### config.mk
export PLATFORM = sky130hd
export DESIGN_NAME = dsxe_front
export DESIGN_NICKNAME = d
export VERILOG_FILES = /design/src/hdl/dsxe_pkg.sv /design/src/hdl/dsxe_front.sv
export SDC_FILE = /design/constraint.sdc
export NUM_CORES = 1
export LEC_CHECK = 0
export BUFFER_PORTS_ARGS = -buffer_cell sky130_fd_sc_hd__buf_2
export CORE_MARGIN = 2
export CORE_UTILIZATION = 51
export DETAILED_ROUTE_END_ITERATION = 16
export PLACE_DENSITY = 0.82
export SLEW_MARGIN = 20
export SYNTH_ARGS = -nofsm -noshare
export SYNTH_HDL_FRONTEND = slang
export SYNTH_SLANG_ARGS = --single-unit
### constraint.sdc
create_clock -name clk -period 4.3 [get_ports clk]
set_input_delay 0.645 -clock clk [delete_from_list [all_inputs] [get_ports clk]]
set_output_delay 0.645 -clock clk [all_outputs]
set_load 0.03 [all_outputs]
### src/hdl/dsxe_pkg.sv
// shared types, constants and helpers of the dual-seed xxhash64 engine
package dsxe_pkg;

	// xxhash64 primes
	localparam logic [63:0] P1 = 64'd11400714785074694791;
	localparam logic [63:0] P2 = 64'd14029467366897019727;
	localparam logic [63:0] P3 = 64'd1609587929392839161;
	localparam logic [63:0] P4 = 64'd9650029242287828579;
	localparam logic [63:0] P5 = 64'd2870177450012600261;

	// configuration map: register index is paddr[3]
	localparam int ADDR_W = 4;
	localparam logic REG_SEED_LOW = 1'b0;
	localparam logic REG_SEED_HIGH = 1'b1;

	// queue between front and back
	localparam int QDEPTH = 2;
	localparam int QPTR_W = 1;
	localparam int QCNT_W = 2;

	// item classes produced by the front end
	typedef enum logic [1:0] {
		KIND_BUF = 2'd0,
		KIND_STRIPE = 2'd1,
		KIND_FINAL = 2'd2
	} kind_t;

	typedef struct packed {
		kind_t kind;
		logic [63:0] word;
		logic [1:0] slot;
		logic absorb;
		logic [1:0] nwords;
		logic [3:0] nbytes;
		logic [63:0] len;
	} item_t;

	// back-end work phases
	typedef enum logic [2:0] {
		PH_STRIPE = 3'd0,
		PH_MERGE = 3'd1,
		PH_WORDS = 3'd2,
		PH_TAIL8 = 3'd3,
		PH_TAIL4 = 3'd4,
		PH_TAIL1 = 3'd5,
		PH_AVAL = 3'd6
	} phase_t;

	typedef struct packed {
		logic start;
		logic [63:0] a;
		logic [63:0] c;
	} mul_req_t;

	typedef struct packed {
		logic done;
		logic [63:0] p;
	} mul_rsp_t;

	// rotate left by a constant amount (1..63)
	function automatic logic [63:0] rotl64(input logic [63:0] x, input int unsigned r);
		return (x << r) | (x >> (64 - r));
	endfunction

	// next tail step given words folded so far and bytes left
	function automatic phase_t pick_phase(input logic [1:0] k, input logic [1:0] nw,
			input logic [3:0] n);
		phase_t ph;
		priority if (k < nw) begin
			ph = PH_WORDS;
		end else if (n >= 4'd8) begin
			ph = PH_TAIL8;
		end else if (n >= 4'd4) begin
			ph = PH_TAIL4;
		end else if (n != 4'd0) begin
			ph = PH_TAIL1;
		end else begin
			ph = PH_AVAL;
		end
		return ph;
	endfunction

endpackage

### src/hdl/dsxe_front.sv
// front end: accepts words, tracks length and stripe position, classifies items
module dsxe_front import dsxe_pkg::*; (
	input logic clk,
	input logic arst_n,
	input logic word_valid,
	output logic word_ready,
	input logic [63:0] data_word,
	input logic [3:0] valid_bytes,
	input logic last,
	input logic full,
	output logic push,
	output item_t item
);

	logic [1:0] pc_q;
	logic [63:0] len_q;
	logic [3:0] nb;
	logic [63:0] masked;
	logic [63:0] len_sum;

	assign word_ready = !full;
	assign push = word_valid && !full;

	// clamp byte count and mask unused bytes
	always_comb begin
		if (last) begin
			nb = (valid_bytes > 4'd8) ? 4'd8 : valid_bytes;
		end else begin
			nb = 4'd8;
		end
		for (int b = 0; b < 8; b++) begin
			masked[8*b +: 8] = (4'(b) < nb) ? data_word[8*b +: 8] : 8'h00;
		end
		len_sum = len_q + 64'(nb);
	end

	// classify the item
	always_comb begin
		item.kind = KIND_BUF;
		item.word = masked;
		item.slot = pc_q;
		item.absorb = 1'b0;
		item.nwords = pc_q;
		item.nbytes = nb;
		item.len = len_sum;
		if (!last) begin
			if (pc_q == 2'd3) begin
				item.kind = KIND_STRIPE;
			end
		end else begin
			item.kind = KIND_FINAL;
			if (nb == 4'd8 && pc_q == 2'd3) begin
				item.absorb = 1'b1;
				item.nwords = 2'd0;
				item.nbytes = 4'd0;
			end
		end
	end

	// message position
	always_ff @(posedge clk or negedge arst_n) begin
		if (!arst_n) begin
			pc_q <= 2'd0;
			len_q <= 64'd0;
		end else if (push) begin
			if (last) begin
				pc_q <= 2'd0;
				len_q <= 64'd0;
			end else begin
				pc_q <= pc_q + 2'd1;
				len_q <= len_sum;
			end
		end
	end

endmodule

==> qor.txt <==
Mapped Cells: 747
Reg2reg start: len_q[9]$_DFFE_PN0P_
Die Ht: 111 um
Final Hold Violating Endpoints: 0
Syn_nets: 826
P_leak: 3.58 nW
Largest net degree at the start of global routing: 50
Clock root buffer: clkbuf_16
Fin crit share: 94.0%
Post-CTS Resized: 0
Number of port buffers: 213
CP Cell Sequence: buf_2 -> inv_1 -> and3_1 -> ha_1 -> inv_1 -> fa_1 -> nor2b_1 -> o21a_1 -> o2111ai_2 -> nor4_1 -> xor2_1 -> buf_2
Vias post-DR: 6378
RSZ-0062 raised after global routing: false
Setup CP Type: input port to output pin
Share of cells above drive strength 1: 28.7%
Total GRT Usage: 29.7%
Synth async-reset ratio: 100%
Post-synth EDFFs: 0
Ports: 214
Setup bufs post-CTS: 0
Placed Area: 0.00699 mm^2
Worst Path Arrival: 3.40 ns
Antenna-violating nets left: 0
Yosys warns: 0
Outcome: completed
R2r endpoint: len_q[48]$_DFFE_PN0P_
# Max-Cap Violations: 0
Drt initial violations: 569
Area Overhead vs Synth: 24.4%
Initial Utilization: 51.7%
# setup viols final: 0
Final cell utilization of the core: 64.3%
Slowest CP cell: nor4_1
Worst setup EP type: output pin
Clock Tree Buf Depth: 2
Worst VDD drop: 170 uV
Reg2Reg Depth: 6
Initial antenna violation count: 1
Wire per inst: 17.3 um
Power Density: 271 mW/mm^2
Critical path buffers and inverters: 4
Filler instances: 1034
Hold Path Class: input port to async pin
Crit start category: input port
First-pass GRT wire length: 29800 um
Max-slew violations: 0
CP peak stage delay: 0.50 ns
Worst-path fanout max: 14
# DRC: 0
CTS H-Tree Depth: 3
Crit path max-delay family: simple AND/OR/NAND/NOR gates
Total grt overflow: 0
Vias in the first global route: 5787
FP Rows: 39
Post-CTS Hold Fix Bufs: 0
Post-synth cell types: 57
Worst Max-Slew Pin Slew: 0.862 ns
Setup TNS: 0 ns
FF+latch count, synth: 66
CTS tree: done
Die Wd: 111 um
Core Box Area: 0.0113 mm^2
Primary FF master, synth: dfrtp_1
Num Clock Sinks: 66
Reg2Reg Setup Slack: 1.50 ns
Post-route cell area: 0.00728 mm^2
Maximum clock rate: 247 MHz
Tmin final: 4.04 ns
Mean Syn Cell Area: 7.83 um^2
Slew headroom: 42.0%
Mapped Area: 0.00585 mm^2
Clock skew: 0.00499 ns
Die ar.: 0.0123 mm^2
GP Congestion: 0.920
Num CTS Buffers: 9
Number of vias per cell: 5.96
First-pass iteration count of the detailed router: 5
Routed WL: 18500 um
WP data required: 3.65 ns
DP HPWL: 13800 um
Register area share after synthesis: 28.2%
Worst skew pair latency: 0.34 ns
Clock slew at reported path FFs: 0.05 ns
Fin nets: 1001
-- registers in the layout, indices dropped and copies added (netlist names) --
name   cells
len_q     64
pc_q       2
-- power by group --
| group | internal (mW) | switching [mW] | leakage (nW) |
|---|---|---|---|
| Clock | 0.436 | 0.280 | 0.143 |
| Sequential | 0.653 | 0.0529 | 0.880 |
| Combinational | 0.175 | 0.376 | 2.56 |
| Total | 1.26 | 0.709 | 3.58 |
-- Yosys cell counts, drive strengths merged, types with 16 or more instances --
| master | count | share of area [%] |
|---|---|---|
| nand2 | 93 | 6.0 |
| o311ai | 16 | 2.4 |
| and3 | 19 | 2.0 |
| nor3 | 33 | 3.0 |
| o21ai | 32 | 2.7 |
| nor2 | 46 | 3.0 |
| xor2 | 40 | 6.0 |
| xnor2 | 22 | 3.3 |
| mux2i | 22 | 3.8 |
| inv | 16 | 1.0 |
| nand3 | 41 | 3.5 |
| or3 | 21 | 2.2 |
| nor2b | 29 | 3.1 |
| clkbuf | 47 | 3.1 |
| nor4 | 24 | 3.3 |
| dfrtp | 66 | 28 |
| buf | 19 | 1.7 |
| and2 | 44 | 4.7 |
| nand4 | 24 | 3.1 |
-- cell usage in the layout, fill, tap and decap left out, drive strengths merged, types with 3 or more instances in the layout --
| cell type | count |
|---|---|
| nor3 | 33 |
| nor2 | 46 |
| o311a | 5 |
| mux2i | 22 |
| inv | 16 |
| ha | 5 |
| and3 | 19 |
| and2 | 44 |
| nand3 | 41 |
| o21ai | 32 |
| a221o | 11 |
| nand4 | 24 |
| or4 | 8 |
| clkbuf | 14 |
| o211ai | 14 |
| buf | 230 |
| or3 | 21 |
| o311ai | 16 |
| nor4 | 24 |
| a21oi | 7 |
| a211oi | 5 |
| dfrtp | 66 |
| a22o | 3 |
| a211o | 3 |
| nor2b | 29 |
| and4 | 7 |
| xnor2 | 22 |
| nand2 | 93 |
| xor2 | 40 |
| o211a | 3 |
-- cell type report --
type	count	area [um^2]	area share (%)
multi-input combinational	599	3910	53.7
sequential	66	1650	22.7
timing repair buffer	230	1190	16.4
clock buffer	14	274	3.76
tap	143	179	2.46
inverter	16	60.1	0.825
clock inverter	2	10.0	0.138
antenna	1	2.50	0.0344
-- layer usage --
metal	track usage [%]	part of all wire [%]
met1	40.2	42
met5	0	0
met4	10.2	2.1
met2	48.8	48
met3	4.37	8.2
-- worst max-delay path by stage --
stage / startpoint / end / slack [ns] / cells after the start
floorplan: last / item[42] / 0.04 / 12
global placement: valid_bytes[3] / item[32] / 0.35 / 12
detailed placement: valid_bytes[3] / item[36] / 0.30 / 12
CTS: valid_bytes[3] / item[32] / 0.27 / 12
global route: valid_bytes[3] / item[36] / 0.06 / 12
finish: valid_bytes[3] / item[32] / 0.26 / 12
-- logic make-up after synthesis --
| group | Yosys count | share of synthesized area, % |
|---|---|---|
| AOI/OAI and AO/OA | 111 | 14.0 |
| DFF | 66 | 28.2 |
| buffers and inverters | 82 | 5.86 |
| adders and majority gates | 6 | 1.41 |
| muxes | 23 | 3.96 |
| and+or+nand+nor | 397 | 37.3 |
| xor gates and xnor gates | 62 | 9.28 |
-- through the flow --
stage / worst slack [ns] / cells / hold WS (ns) / power (mW)
CTS: 0.269 / 1070 / 0.326 / 1.98
finish: 0.256 / 1071 / 0.304 / 1.97
detailed placement: 0.298 / 1054 / 0.510 / 1.27
global placement: 0.347 / 1054 / 0.503 / 1.26
global route: 0.0552 / 1071 / 0.350 / 2.05
floorplan: 0.0355 / 747 / 0.349 / 1.07
No activity file was read; power rests on OpenSTA's default activity.
