## src/hdl/dsxe_pkg.sv

```systemverilog
// shared types, constants and helpers of the dual-seed xxhash64 engine
package dsxe_pkg;

	// xxhash64 primes
	localparam logic [63:0] P1 = 64'd11400714785074694791;
	localparam logic [63:0] P2 = 64'd14029467366897019727;
	localparam logic [63:0] P3 = 64'd1609587929392839161;
	localparam logic [63:0] P4 = 64'd9650029242287828579;
	localparam logic [63:0] P5 = 64'd2870177450012600261;

	// configuration map: register index is paddr[3]
	localparam int ADDR_W = 4;
	localparam logic REG_SEED_LOW = 1'b0;
	localparam logic REG_SEED_HIGH = 1'b1;

	// queue between front and back
	localparam int QDEPTH = 2;
	localparam int QPTR_W = 1;
	localparam int QCNT_W = 2;

	// item classes produced by the front end
	typedef enum logic [1:0] {
		KIND_BUF = 2'd0,
		KIND_STRIPE = 2'd1,
		KIND_FINAL = 2'd2
	} kind_t;

	typedef struct packed {
		kind_t kind;
		logic [63:0] word;
		logic [1:0] slot;
		logic absorb;
		logic [1:0] nwords;
		logic [3:0] nbytes;
		logic [63:0] len;
	} item_t;

	// back-end work phases
	typedef enum logic [2:0] {
		PH_STRIPE = 3'd0,
		PH_MERGE = 3'd1,
		PH_WORDS = 3'd2,
		PH_TAIL8 = 3'd3,
		PH_TAIL4 = 3'd4,
		PH_TAIL1 = 3'd5,
		PH_AVAL = 3'd6
	} phase_t;

	typedef struct packed {
		logic start;
		logic [63:0] a;
		logic [63:0] c;
	} mul_req_t;

	typedef struct packed {
		logic done;
		logic [63:0] p;
	} mul_rsp_t;

	// rotate left by a constant amount (1..63)
	function automatic logic [63:0] rotl64(input logic [63:0] x, input int unsigned r);
		return (x << r) | (x >> (64 - r));
	endfunction

	// next tail step given words folded so far and bytes left
	function automatic phase_t pick_phase(input logic [1:0] k, input logic [1:0] nw,
			input logic [3:0] n);
		phase_t ph;
		priority if (k < nw) begin
			ph = PH_WORDS;
		end else if (n >= 4'd8) begin
			ph = PH_TAIL8;
		end else if (n >= 4'd4) begin
			ph = PH_TAIL4;
		end else if (n != 4'd0) begin
			ph = PH_TAIL1;
		end else begin
			ph = PH_AVAL;
		end
		return ph;
	endfunction

endpackage

```

## src/hdl/dsxe_mul.sv

```systemverilog
// 64x64 low-half multiplier built from one 32x32 multiplier, one partial product at a time
module dsxe_mul import dsxe_pkg::*; (
	input logic clk,
	input logic arst_n,
	input mul_req_t req,
	output mul_rsp_t rsp
);

	logic busy_q;
	logic [1:0] ph_q;
	logic done_q;
	logic [63:0] a_q;
	logic [63:0] c_q;
	logic [63:0] acc_q;
	logic [31:0] ma;
	logic [31:0] mb;
	logic [63:0] prod;
	logic [63:0] sum;

	// partial product: lo*lo, then hi*lo and lo*hi shifted up
	always_comb begin
		ma = (ph_q == 2'd1) ? a_q[63:32] : a_q[31:0];
		mb = (ph_q == 2'd2) ? c_q[63:32] : c_q[31:0];
		prod = 64'(ma) * 64'(mb);
		sum = (ph_q == 2'd0) ? prod : acc_q + {prod[31:0], 32'h0};
	end

	assign rsp.done = done_q;
	assign rsp.p = acc_q;

	// operands and running sum
	always_ff @(posedge clk) begin
		if (req.start) begin
			a_q <= req.a;
			c_q <= req.c;
		end else if (busy_q) begin
			acc_q <= sum;
		end
	end

	// step control
	always_ff @(posedge clk or negedge arst_n) begin
		if (!arst_n) begin
			busy_q <= 1'b0;
			ph_q <= 2'd0;
			done_q <= 1'b0;
		end else begin
			done_q <= 1'b0;
			if (req.start) begin
				busy_q <= 1'b1;
				ph_q <= 2'd0;
			end else if (busy_q) begin
				if (ph_q == 2'd2) begin
					busy_q <= 1'b0;
					done_q <= 1'b1;
				end else begin
					ph_q <= ph_q + 2'd1;
				end
			end
		end
	end

endmodule

```

## config.mk

```make
export PLATFORM = sky130hd
export DESIGN_NAME = dsxe_mul
export DESIGN_NICKNAME = d
export VERILOG_FILES = /design/src/hdl/dsxe_pkg.sv /design/src/hdl/dsxe_mul.sv
export SDC_FILE = /design/constraint.sdc
export NUM_CORES = 2
export LEC_CHECK = 0
export BUFFER_PORTS_ARGS = -buffer_cell sky130_fd_sc_hd__buf_4
export CORE_MARGIN = 1.5
export CORE_UTILIZATION = 30
export CTS_CLUSTER_SIZE = 40
export DETAILED_ROUTE_END_ITERATION = 8
export SLEW_MARGIN = 20
export SYNTH_ARGS = -nofsm -noshare
export SYNTH_HDL_FRONTEND = slang
export SYNTH_SLANG_ARGS = --single-unit
```

## constraint.sdc

```tcl
create_clock -name clk -period 12.82 [get_ports clk]
set_input_delay 3.205 -clock clk [delete_from_list [all_inputs] [get_ports clk]]
set_output_delay 3.205 -clock clk [all_outputs]
set_load 0.02 [all_outputs]
```

==> results.yml <==
setup_path:
  timing_worst_setup_path_type: "flop to flop"
  cp_slowest_cell: "ha_4"
  cp_num_buf_inv: 7
  critPathTopFamily: "adder cells"
  rr_startpoint: "ph_q[1]"
  cpPeakStageDelay_ps: 560
  end_kind: "flop"
  reg2reg_depth: 32
  crit_start: "ph_q[1]"
  worst_path_most_repeated_cell: "fa_1"
  cp_data_required_time_ps: 13090
  start_kind: "flop"
  r2r-end: "acc_q[61]"
  timing.reg2reg.setup_slack_ps: 2320
  worstPathMaxFanout: 42
  crit_arrival_ps: 10770
sta:
  rsz0062_at_grt: "false"
  drv_slew: 0
  clock_skew_ps: 26.3
  worstMarginPinSlew_ps: 1120
  min_period_ps: 10500
  finalSetupViolCount: 0
  min_period_over_period_pct: 81.9
  setup_tns_ps: 0
  timing.slew.headroom_pct: 25.3
  hold_violations: 0
  max_freq_mhz: 95.2
clock_network:
  htree_levels: 4
  clockBufferDepth: 2
  clk_pin_slew_ps: 70
  ctsHoldBuffers: 0
  clk-insertion-delay-late_ps: 540
  post_cts_resized: 0
  root_buffer: "clkbuf_16"
  cts_tree: "done"
  post_cts_buffers: 0
  cts_sinks: 196
  cts_buffers: 17
logic_synthesis:
  ys_seq_area_share_pct: 14.2
  async_flop_share_pct: 2.04
  netlist_area_um2: 41300
  ys_ff_latch: 196
  synth_fp_nets: 5645
  avgSynthCellArea_um2: 9.57
  ys_types: 77
  yosysWarnings: 0
  synth-edff-count: 192
  synth_ff_type: "edfxtp_1"
  synth_cells: 4318
min_path:
  min_to: "ph_q[1]"
  min_from: "ph_q[1]"
  hp-class: "flop to flop"
  hold_depth: 2
grt:
  grt_max_degree: 80
  antenna_found_initial: 3
  grt.busiest_layer: "met2"
  grt_pass1_vias: 33465
  grt_usage_pct: 20.5
  use_met1_pct: 27.2
  grt_use_met3_pct: 5.23
  grt_pass1_wl_um: 213000
  overflow: 0
  grt.met2_usage_pct: 32.2
drt:
  drtIter0Drc: 2969
  route.vias.total: 31190
  post_drt_wl_per_cell_um: 22.6
  drt_wl_total_um: 140000
  drtPass1Iterations: 6
  ant_nets: 0
  routed_via_density: 5.03
  post-route-drc-count: 0
placement:
  postPlaceCellArea_um2: 44900
  numPlacedInstances: 6172
  place_congestion: 0.972
  numPortBuffers: 195
  hpwl_um: 113000
die:
  dieArea_um2: 140000
  core_area_um2: 136000
  die-height_um: 374
  initial_core_util_pct: 30.4
  pin_count: 196
  num_rows: 135
  die_x_um: 374
final_layout:
  fin_cells: 6203
  final_common_cell: "fa_1"
  fin_area_um2: 45400
  mostFrequentLayoutCells: "fa_1 (897), inv_1 (885), nand2_1 (719)"
  area_delta_synth_final_pct: 9.93
  drive_gt1_share_pct: 9.21
  nNetsFinal: 5737
run:
  cap_viol_max_count: 0
run_status:
  outcome: "completed"
-- worst max-delay path by stage --
stage	depth (start not counted)	slack [ps]	to
floorplan	35	2750	acc_q[61]
global placement	33	2470	acc_q[61]
detailed placement	34	2420	acc_q[61]
CTS	34	2360	acc_q[61]
global route	33	1750	acc_q[63]
finish	32	2320	acc_q[61]
-- tightest hold or removal path: stages, from the launching register on --
cell	delay (ps)
dfrtp_1	410
mux2i_1	100
nor2_1	90
-- cell usage after synthesis, types with 3 or more instances --
| cell type | n | area [um2] |
|---|---|---|
| o21ai_1 | 7 | 35.0 |
| a211oi_1 | 15 | 113 |
| and3_1 | 10 | 62.6 |
| xor2_1 | 35 | 307 |
| nand2_1 | 719 | 2700 |
| o21ai_0 | 48 | 240 |
| o31ai_1 | 6 | 45.0 |
| a221o_1 | 4 | 40.0 |
| a41oi_1 | 4 | 35.0 |
| nor2b_1 | 11 | 68.8 |
| and2_1 | 49 | 307 |
| dfrtp_1 | 4 | 100 |
| a21boi_0 | 4 | 30.0 |
| buf_6 | 8 | 90.1 |
| a21o_1 | 59 | 443 |
| nand4_1 | 19 | 119 |
| fa_1 | 897 | 18000 |
| nor3_1 | 6 | 30.0 |
| mux2_2 | 63 | 709 |
| o2111ai_1 | 3 | 26.3 |
| mux2i_1 | 62 | 621 |
| nor2_1 | 426 | 1600 |
| or3_1 | 6 | 37.5 |
| edfxtp_1 | 192 | 5770 |
| a21oi_1 | 106 | 531 |
| o21a_1 | 10 | 75.1 |
| xnor2_1 | 51 | 447 |
| buf_1 | 9 | 33.8 |
| o211ai_1 | 8 | 60.1 |
| o21bai_1 | 19 | 143 |
| nor4_1 | 4 | 25.0 |
| and4_1 | 3 | 26.3 |
| a211o_1 | 3 | 26.3 |
| nand2b_1 | 15 | 93.8 |
| nand3_2 | 3 | 30.0 |
| clkbuf_1 | 174 | 653 |
| inv_1 | 885 | 3320 |
| ha_1 | 299 | 3740 |
| a31oi_1 | 10 | 62.6 |
| nand3_1 | 15 | 75.1 |
-- stage by stage --
stage | utilization [%] | hold WS (ps) | setup WS (ps)
final | 33.4 | 642 | 2320
after global routing | 33.4 | 695 | 1750
after CTS | 33.4 | 643 | 2360
after detailed placement | 33.0 | 628 | 2420
after global placement | 33.0 | 590 | 2470
after floorplan | - | 516 | 2750
-- per-layer routing --
layer  vias to the layer above  routed length [um]  part of all wire [%]
met2                      1523               63700                    45
met5                         -                  30                 0.021
met1                     16115               56800                    41
met3                       268               14300                    10
met4                         4                5230                   3.7
li1                      13280                   -                     -
-- cells by family (layout without fill, tap and decap cells) --
kind of cell | Yosys count | count (layout) | synth area share [%]
adder cells (fa/ha/maj) | 1196 | 1196 | 52.5
flip-flops | 196 | 196 | 14.2
multiplexers | 125 | 125 | 3.22
buffers and inverters | 1080 | 1183 | 10.0
XOR/XNOR | 88 | 88 | 1.92
AND/OR/NAND/NOR | 1296 | 1296 | 12.7
other | 0 | 1 | 0
AO/OA/AOI/OAI | 337 | 337 | 5.36
-- cell type report --
cell class / count / area (um2)
Fill cell: 13868 / 90600
Sequential cell: 196 / 5870
Antenna cell: 1 / 2.50
Timing Repair Buffer: 268 / 2020
Clock inverter: 12 / 104
Clock buffer: 18 / 429
Multi-Input combinational cell: 3042 / 31400
Inverter: 885 / 3320
Tap cell: 1781 / 2230
-- flip-flops by register name (all words and copies together), names as in the netlist --
signal	flops
acc_q	64
busy_q	1
a_q	64
done_q	1
ph_q	2
c_q	64
Power is left out: the tool's default activity adds up to more than one toggle a clock period on the data nets, which glitch-free logic cannot reach.
