<file path="config.mk">
export PLATFORM = sky130hd
export DESIGN_NAME = dsxe_fifo
export DESIGN_NICKNAME = d
export VERILOG_FILES = /design/src/hdl/dsxe_pkg.sv /design/src/hdl/dsxe_fifo.sv
export SDC_FILE = /design/constraint.sdc
export NUM_CORES = 1
export LEC_CHECK = 0
export BUFFER_PORTS_ARGS = -buffer_cell sky130_fd_sc_hd__buf_2
export CAP_MARGIN = 20
export CORE_MARGIN = 8
export CORE_UTILIZATION = 51
export DETAILED_ROUTE_END_ITERATION = 10
export GPL_TIMING_DRIVEN = 0
export PLACE_DENSITY = 0.78
export SLEW_MARGIN = 20
export SYNTH_ARGS = -nofsm -noshare
export SYNTH_HDL_FRONTEND = slang
export SYNTH_SLANG_ARGS = --single-unit
</file>
<file path="constraint.sdc">
create_clock -name clk -period 11.1 [get_ports clk]
set_input_delay 2.775 -clock clk [delete_from_list [all_inputs] [get_ports clk]]
set_output_delay 2.775 -clock clk [all_outputs]
set_load 0.01 [all_outputs]
</file>
<file path="src/hdl/dsxe_pkg.sv">
// shared types, constants and helpers of the dual-seed xxhash64 engine
package dsxe_pkg;

	// xxhash64 primes
	localparam logic [63:0] P1 = 64'd11400714785074694791;
	localparam logic [63:0] P2 = 64'd14029467366897019727;
	localparam logic [63:0] P3 = 64'd1609587929392839161;
	localparam logic [63:0] P4 = 64'd9650029242287828579;
	localparam logic [63:0] P5 = 64'd2870177450012600261;

	// configuration map: register index is paddr[3]
	localparam int ADDR_W = 4;
	localparam logic REG_SEED_LOW = 1'b0;
	localparam logic REG_SEED_HIGH = 1'b1;

	// queue between front and back
	localparam int QDEPTH = 2;
	localparam int QPTR_W = 1;
	localparam int QCNT_W = 2;

	// item classes produced by the front end
	typedef enum logic [1:0] {
		KIND_BUF = 2'd0,
		KIND_STRIPE = 2'd1,
		KIND_FINAL = 2'd2
	} kind_t;

	typedef struct packed {
		kind_t kind;
		logic [63:0] word;
		logic [1:0] slot;
		logic absorb;
		logic [1:0] nwords;
		logic [3:0] nbytes;
		logic [63:0] len;
	} item_t;

	// back-end work phases
	typedef enum logic [2:0] {
		PH_STRIPE = 3'd0,
		PH_MERGE = 3'd1,
		PH_WORDS = 3'd2,
		PH_TAIL8 = 3'd3,
		PH_TAIL4 = 3'd4,
		PH_TAIL1 = 3'd5,
		PH_AVAL = 3'd6
	} phase_t;

	typedef struct packed {
		logic start;
		logic [63:0] a;
		logic [63:0] c;
	} mul_req_t;

	typedef struct packed {
		logic done;
		logic [63:0] p;
	} mul_rsp_t;

	// rotate left by a constant amount (1..63)
	function automatic logic [63:0] rotl64(input logic [63:0] x, input int unsigned r);
		return (x << r) | (x >> (64 - r));
	endfunction

	// next tail step given words folded so far and bytes left
	function automatic phase_t pick_phase(input logic [1:0] k, input logic [1:0] nw,
			input logic [3:0] n);
		phase_t ph;
		priority if (k < nw) begin
			ph = PH_WORDS;
		end else if (n >= 4'd8) begin
			ph = PH_TAIL8;
		end else if (n >= 4'd4) begin
			ph = PH_TAIL4;
		end else if (n != 4'd0) begin
			ph = PH_TAIL1;
		end else begin
			ph = PH_AVAL;
		end
		return ph;
	endfunction

endpackage

</file>
<file path="src/hdl/dsxe_fifo.sv">
// short item queue between front end and back end
module dsxe_fifo import dsxe_pkg::*; (
	input logic clk,
	input logic arst_n,
	input logic push,
	input item_t din,
	output logic full,
	input logic pop,
	output logic not_empty,
	output item_t dout
);

	item_t mem_q [QDEPTH];
	logic [QPTR_W-1:0] wr_q;
	logic [QPTR_W-1:0] rd_q;
	logic [QCNT_W-1:0] cnt_q;

	assign full = (cnt_q == QCNT_W'(QDEPTH));
	assign not_empty = (cnt_q != '0);
	assign dout = mem_q[rd_q];

	// storage
	always_ff @(posedge clk) begin
		if (push) begin
			mem_q[wr_q] <= din;
		end
	end

	// pointers and fill count
	always_ff @(posedge clk or negedge arst_n) begin
		if (!arst_n) begin
			wr_q <= '0;
			rd_q <= '0;
			cnt_q <= '0;
		end else begin
			if (push) begin
				wr_q <= wr_q + QPTR_W'(1);
			end
			if (pop) begin
				rd_q <= rd_q + QPTR_W'(1);
			end
			if (push && !pop) begin
				cnt_q <= cnt_q + QCNT_W'(1);
			end else if (pop && !push) begin
				cnt_q <= cnt_q - QCNT_W'(1);
			end
		end
	end

endmodule

</file>
==> impl_metrics.csv, run 1 <==
group,metric,value,unit
worst_setup_path,cpPeakStageDelay,0.34,ns
clocking,insertion_delay,0.52,ns
detailed_routing,num_vias,5334,
power,power_frac_seq,41.1,%
worst_setup_path,reg2reg_from,"wr_q",
floorplanning,fp-row-count,53,
clocking,cts_tree,"yes",
synth,synth_top_family_by_area,"multiplexers",
power,power_leakage,0.00544,uW
synth,yosysWarningCount,0,
power,clockPowerShare,26.8,%
synth,synth_cells,449,
power,cellPowerDensity,262,nW/um^2
final_layout,fillers,1371,
global_routing,grt.overflow.total,0,
sta,layout_min_cycle_time,4.62,ns
clocking,cts_root_buf,"clkbuf_16",
synth,syn_area_per_cell,23.7,um^2
sta,fin_crit_sh,41.6,%
synth,synthArstFlopShare,1.42,%
synth,synth-xor-area-share,0.412,%
worst_setup_path,required,8.33,ns
placement,port-buffer-count,283,
global_routing,grt_max_degree,56,
worst_setup_path,crit_chain,"buf_6, buf_8, buf_6, mux2_4, buf_2",
worst_setup_path,cpMostUsedCell,"buf_6",
placement,gp_congestion,0.733,
detailed_routing,first_pass_iters,4,
sta,drv_slew,0,
worst_setup_path,crit_start,"rd_q",
sta,max_freq,0.216,GHz
synth,synth_common_cells,"edfxtp_1, mux2_4, mux2_2",
worst_setup_path,path_max_fanout,10,
min_path,min-delay-path-class,"reg2reg",
power,comb_power_share,32.1,%
floorplanning,die_w,160,um
placement,dpl-instance-area,12600,um^2
synth,synth_top_cell_area_share,78.5,%
clocking,clock-sinks,282,
synth,ys_ff_latch,282,
sta,worst_clock_skew,0.00945,ns
synth,synth_edf_count,278,
sta,rsz0062_at_grt,"false",
power,swShare,27.5,%
detailed_routing,wire_per_inst,20.6,um
detailed_routing,initialDrtViolationCount,267,
synth,ys_top_cells_by_area,"edfxtp_1, mux2_4, mux2_2",
floorplanning,pin_count,284,
worst_setup_path,critPathTopFamily,"buffers and inverters",
synth,synth_compound_area_share,0,%
sta,worstMarginPinSlew,0.648,ns
synth,synth_fp_nets,593,
detailed_routing,drc,0,
clocking,cts_buffers,28,
final_layout,syn_to_final_growth,27.8,%
synth,netlist_area,10600,um^2
worst_setup_path,end_kind,"output port",
worst_setup_path,cp_num_buf_inv,4,
synth,synthAdderAreaFrac,0.118,%
final_layout,final_nets,915,
sta,hold_ws,0.527,ns
power,peakVddDrop,0.173,mV
clocking,h-tree-depth,1,
synth,synth_flop_cell,"edfxtp_1",
power,p_total,3570,uW
sta,finalHoldViolations,0,
synth,synth_most_common_cell,"edfxtp_1",
synth,synthSimpleGateAreaFrac,0.271,%
clocking,cts.reportedPaths.clkPinSlew,0.06,ns
clocking,clk_path_buf_depth,3,
power,netSwitchingPower,982,uW
sta,relSlewSlack,56.8,%
floorplanning,initial_core_util,51.2,%
status,status,"finished clean",
synth,ys_types,15,
global_routing,antenna_found_initial,5,
clocking,postCtsSetupBuffers,0,
final_layout,final_util,65.5,%
floorplanning,coreArea,20800,um^2
clocking,hold_buffers,0,
global_routing,grt_usage,16.5,%
final_layout,drive_gt1_share,61.4,%
synth,seq_area_frac_synth,79.4,%
sta,setup_viol_count_final,0,
worst_setup_path,path_class,"reg2out",
worst_setup_path,worstPathArrival,1.85,ns
global_routing,grt_pass1_wl,33400,um
min_path,worstHoldStart,"cnt_q[1]",
placement,hpwlAfterDp,15900,um
clocking,post_cts_resize_count,0,
detailed_routing,ant_nets,0,
sta,setup_tns,0,ns
detailed_routing,viasPerCell,4.98,
synth,synthMuxAreaShare,18.2,%
worst_setup_path,start_kind,"register",
synth,synth.largest_area_cell,"edfxtp_1",
worst_setup_path,critical_path.slowest_cell,"dfrtp_1",
flow_run,drv_cap,0,
floorplanning,dieArea,25700,um^2
detailed_routing,routed_wl,22100,um
floorplanning,die_y,160,um
global_routing,grt_pass1_vias,5809,
power,p_int,2590,uW
final_layout,design_area,13600,um^2
## per-stage QoR
step,cells,setup WS [ns]
after floorplan,449,1.65
after global placement,1007,-1.59
after detailed placement,1016,6.75
after CTS,1068,6.42
after global routing,1069,6.40
final,1071,6.48
## cells in the final DEF (no fill, tap or decap), drive strengths merged
cell | synthesis | routed
and2 | 1 | 1
buf | 16 | 308
bufinv | 0 | 5
clkbuf | 0 | 35
clkinv | 0 | 11
clkinvlp | 0 | 1
dfrtp | 4 | 4
diode | 0 | 3
edfxtp | 278 | 278
ha | 1 | 1
inv | 1 | 1
mux2 | 139 | 139
nor2 | 1 | 1
nor2b | 2 | 2
or2 | 1 | 1
xnor2 | 1 | 1
xor2 | 4 | 4
## logic make-up (layout without fill, tap and decap cells)
logic type | Yosys count | after routing
other cells | 0 | 3
xor+xnor | 5 | 5
simple gates | 5 | 5
mux | 139 | 139
buf+inv | 17 | 361
flops | 282 | 282
fa+ha+maj | 1 | 1
## area by class of cell
cell class | instances | area [um^2] | share of cell area (%)
sequential | 282 | 8450 | 62.1
multi-input combinational | 150 | 2040 | 15.0
timing repair buffer | 292 | 1650 | 12.1
clock buffer | 35 | 748 | 5.50
tap | 275 | 344 | 2.53
clock inverter | 17 | 201 | 1.48
buffer | 16 | 159 | 1.17
antenna | 3 | 7.51 | 0.0552
inverter | 1 | 3.75 | 0.0276
## path summary, 6_finish.rpt
path,to,slack (ns),cells past startpoint
setup / recovery,dout[22],6.48,5
hold / removal,cnt_q[1],0.53,1
setup reg to reg,mem_q[0][53],9.31,4
hold reg to reg,cnt_q[1],0.53,1
max in group asynchronous,cnt_q[1],8.93,1
min in group asynchronous,cnt_q[0],2.05,1
## power by group through the flow
stage / sequential (uW) / clock (uW) / combinational [uW]
6_report: 1460 / 957 / 1150
2_1_floorplan: 1510 / 0 / 735
3_5_place_dp: 1490 / 0 / 1170
5_1_grt: 1480 / 1010 / 1230
4_1_cts: 1470 / 974 / 1170
3_3_place_gp: 1540 / 0 / 1090
## metal layers
layer / GRT usage (%) / routed length (um)
met3: 5.81 / 1870
met5: 0 / 30
met2: 28.0 / 11100
met1: 19.6 / 8640
met4: 4.55 / 469
## sequential cells by signal, summed over array words and instances, names as in the netlist
signal and count:
wr_q 1, rd_q 1, cnt_q 2, mem_q 278
Power figures use the tool's default switching activity.
==> run 2: changes to the inputs <==
==> constraint.sdc (replaced) <==
create_clock -name clk -period 4.5 [get_ports clk]
set_input_delay 1.125 -clock clk [delete_from_list [all_inputs] [get_ports clk]]
set_output_delay 1.125 -clock clk [all_outputs]
set_load 0.01 [all_outputs]
==> impl_metrics.csv, run 2 (synthesized netlist as in run 1, its figures left out) <==
group,metric,value,unit
worst_setup_path,path_class,"reg2out",
floorplanning,pin_count,284,
sta,relSlewSlack,61.8,%
sta,rsz0062_at_grt,"false",
worst_setup_path,end_kind,"output port",
detailed_routing,ant_nets,0,
sta,fin_crit_sh,65.6,%
detailed_routing,wire_per_inst,20.3,um
status,status,"finished clean",
placement,gp_congestion,0.713,
detailed_routing,first_pass_iters,4,
clocking,cts_tree,"yes",
sta,worst_clock_skew,0.00527,ns
global_routing,grt_usage,16.4,%
detailed_routing,num_vias,5307,
floorplanning,dieArea,25700,um^2
detailed_routing,routed_wl,21700,um
sta,drv_slew,0,
clocking,cts_buffers,28,
global_routing,grt_max_degree,56,
sta,setup_viol_count_final,0,
power,netSwitchingPower,2420,uW
power,power_leakage,0.00539,uW
sta,hold_ws,0.401,ns
flow_run,drv_cap,0,
floorplanning,die_y,160,um
clocking,cts_root_buf,"clkbuf_16",
global_routing,grt_pass1_vias,5856,
final_layout,syn_to_final_growth,26.7,%
detailed_routing,viasPerCell,4.96,
clocking,post_cts_resize_count,0,
floorplanning,fp-row-count,53,
sta,max_freq,0.339,GHz
clocking,clk_path_buf_depth,3,
power,peakVddDrop,0.421,mV
sta,finalHoldViolations,0,
final_layout,largestRegisters,"mem_q (278), cnt_q (2)",
clocking,insertion_delay,0.52,ns
final_layout,drive_gt1_share,61.7,%
min_path,min-delay-path-class,"in2async",
global_routing,antenna_found_initial,5,
worst_setup_path,worstPathArrival,1.83,ns
clocking,clock-sinks,282,
power,cellPowerDensity,635,nW/um^2
worst_setup_path,path_max_fanout,10,
power,power_frac_seq,42.1,%
floorplanning,coreArea,20800,um^2
sta,layout_min_cycle_time,2.95,ns
power,comb_power_share,32.8,%
final_layout,largest_register_ffs,278,
final_layout,final_nets,914,
final_layout,design_area,13500,um^2
final_layout,layout_common_cells,"buf_2, edfxtp_1, mux2_4, mux2_2, clkbuf_16",
global_routing,grt.overflow.total,0,
clocking,h-tree-depth,1,
power,p_int,6150,uW
placement,dpl-instance-area,12600,um^2
final_layout,top_register,"mem_q",
final_layout,final_common_cell,"buf_2",
sta,worstMarginPinSlew,0.574,ns
floorplanning,die_w,160,um
detailed_routing,drc,0,
placement,port-buffer-count,283,
floorplanning,initial_core_util,51.2,%
worst_setup_path,start_kind,"register",
placement,hpwlAfterDp,15600,um
clocking,cts.reportedPaths.clkPinSlew,0.06,ns
power,swShare,28.2,%
power,clockPowerShare,25.1,%
global_routing,grt_pass1_wl,33200,um
clocking,postCtsSetupBuffers,0,
worst_setup_path,required,3.38,ns
power,p_total,8560,uW
clocking,hold_buffers,0,
detailed_routing,initialDrtViolationCount,264,
[run 2: cell types whose count changed in the layout (fill, tap and decap cells not counted), sizes merged]
cell	before	now
bufinv	5	1
clkbuf	35	38
clkinvlp	1	3
buf	308	307
clkinv	11	10
diode	3	2
[run 2: critical path, stage by stage (launching register included)]
cell and delay (ns):
dfrtp_1 0.34, buf_6 0.11, buf_8 0.17, buf_6 0.21
mux2_4 0.32, buf_2 0.15
[run 2: per-layer routing]
layer | routed length, um | vias up | global-route usage (%) | share of wire, %
li1 | - | 2430 | - | -
met2 | 11000 | 242 | 28.4 | 51
met4 | 596 | 6 | 5.48 | 2.7
met5 | 41 | - | 0 | 0.19
met3 | 1790 | 45 | 5.43 | 8.2
met1 | 8270 | 2584 | 18.9 | 38
[run 2: cell type report]
cell class | instances | area, um^2
inverter | 1 | 3.75
buffer | 16 | 159
sequential | 282 | 8450
fill | 1416 | 7280
multi-input combinational | 150 | 2040
tap | 275 | 344
clock inverter | 14 | 98.8
clock buffer | 38 | 759
timing repair buffer | 291 | 1620
antenna | 2 | 5.00
[run 2: per-stage QoR]
step                setup TNS, ns  util, %  setup WS (ns)  cells
floorplan                       0        -          0.855    449
global placement           -28.37     59.8         -0.213   1007
detailed placement              0     60.8           1.81   1015
CTS                             0     64.9           1.50   1067
global route                    0     64.9           1.45   1069
finish                          0     64.9           1.55   1069
[run 2: power by group through the flow]
stage / Clock [uW] / Sequential, uW / Combinational [uW]
4_1_cts: 2200 / 3610 / 2880
6_report: 2150 / 3610 / 2810
2_1_floorplan: 0 / 3650 / 1820
3_3_place_gp: 0 / 3690 / 2690
3_5_place_dp: 0 / 3660 / 2860
5_1_grt: 2300 / 3650 / 3010
[run 2: final timing paths]
| path | startpoint | end | slack (ns) | cells past startpoint |
|---|---|---|---|---|
| setup / recovery | rd_q | dout[24] | 1.55 | 5 |
| hold / removal | arst_n | wr_q | 0.40 | 1 |
| setup reg to reg | wr_q | mem_q[0][36] | 2.69 | 4 |
| hold reg to reg | cnt_q[1] | cnt_q[1] | 0.49 | 1 |
| max in group asynchronous | arst_n | rd_q | 3.97 | 1 |
| min in group clk | cnt_q[1] | cnt_q[1] | 0.49 | 1 |
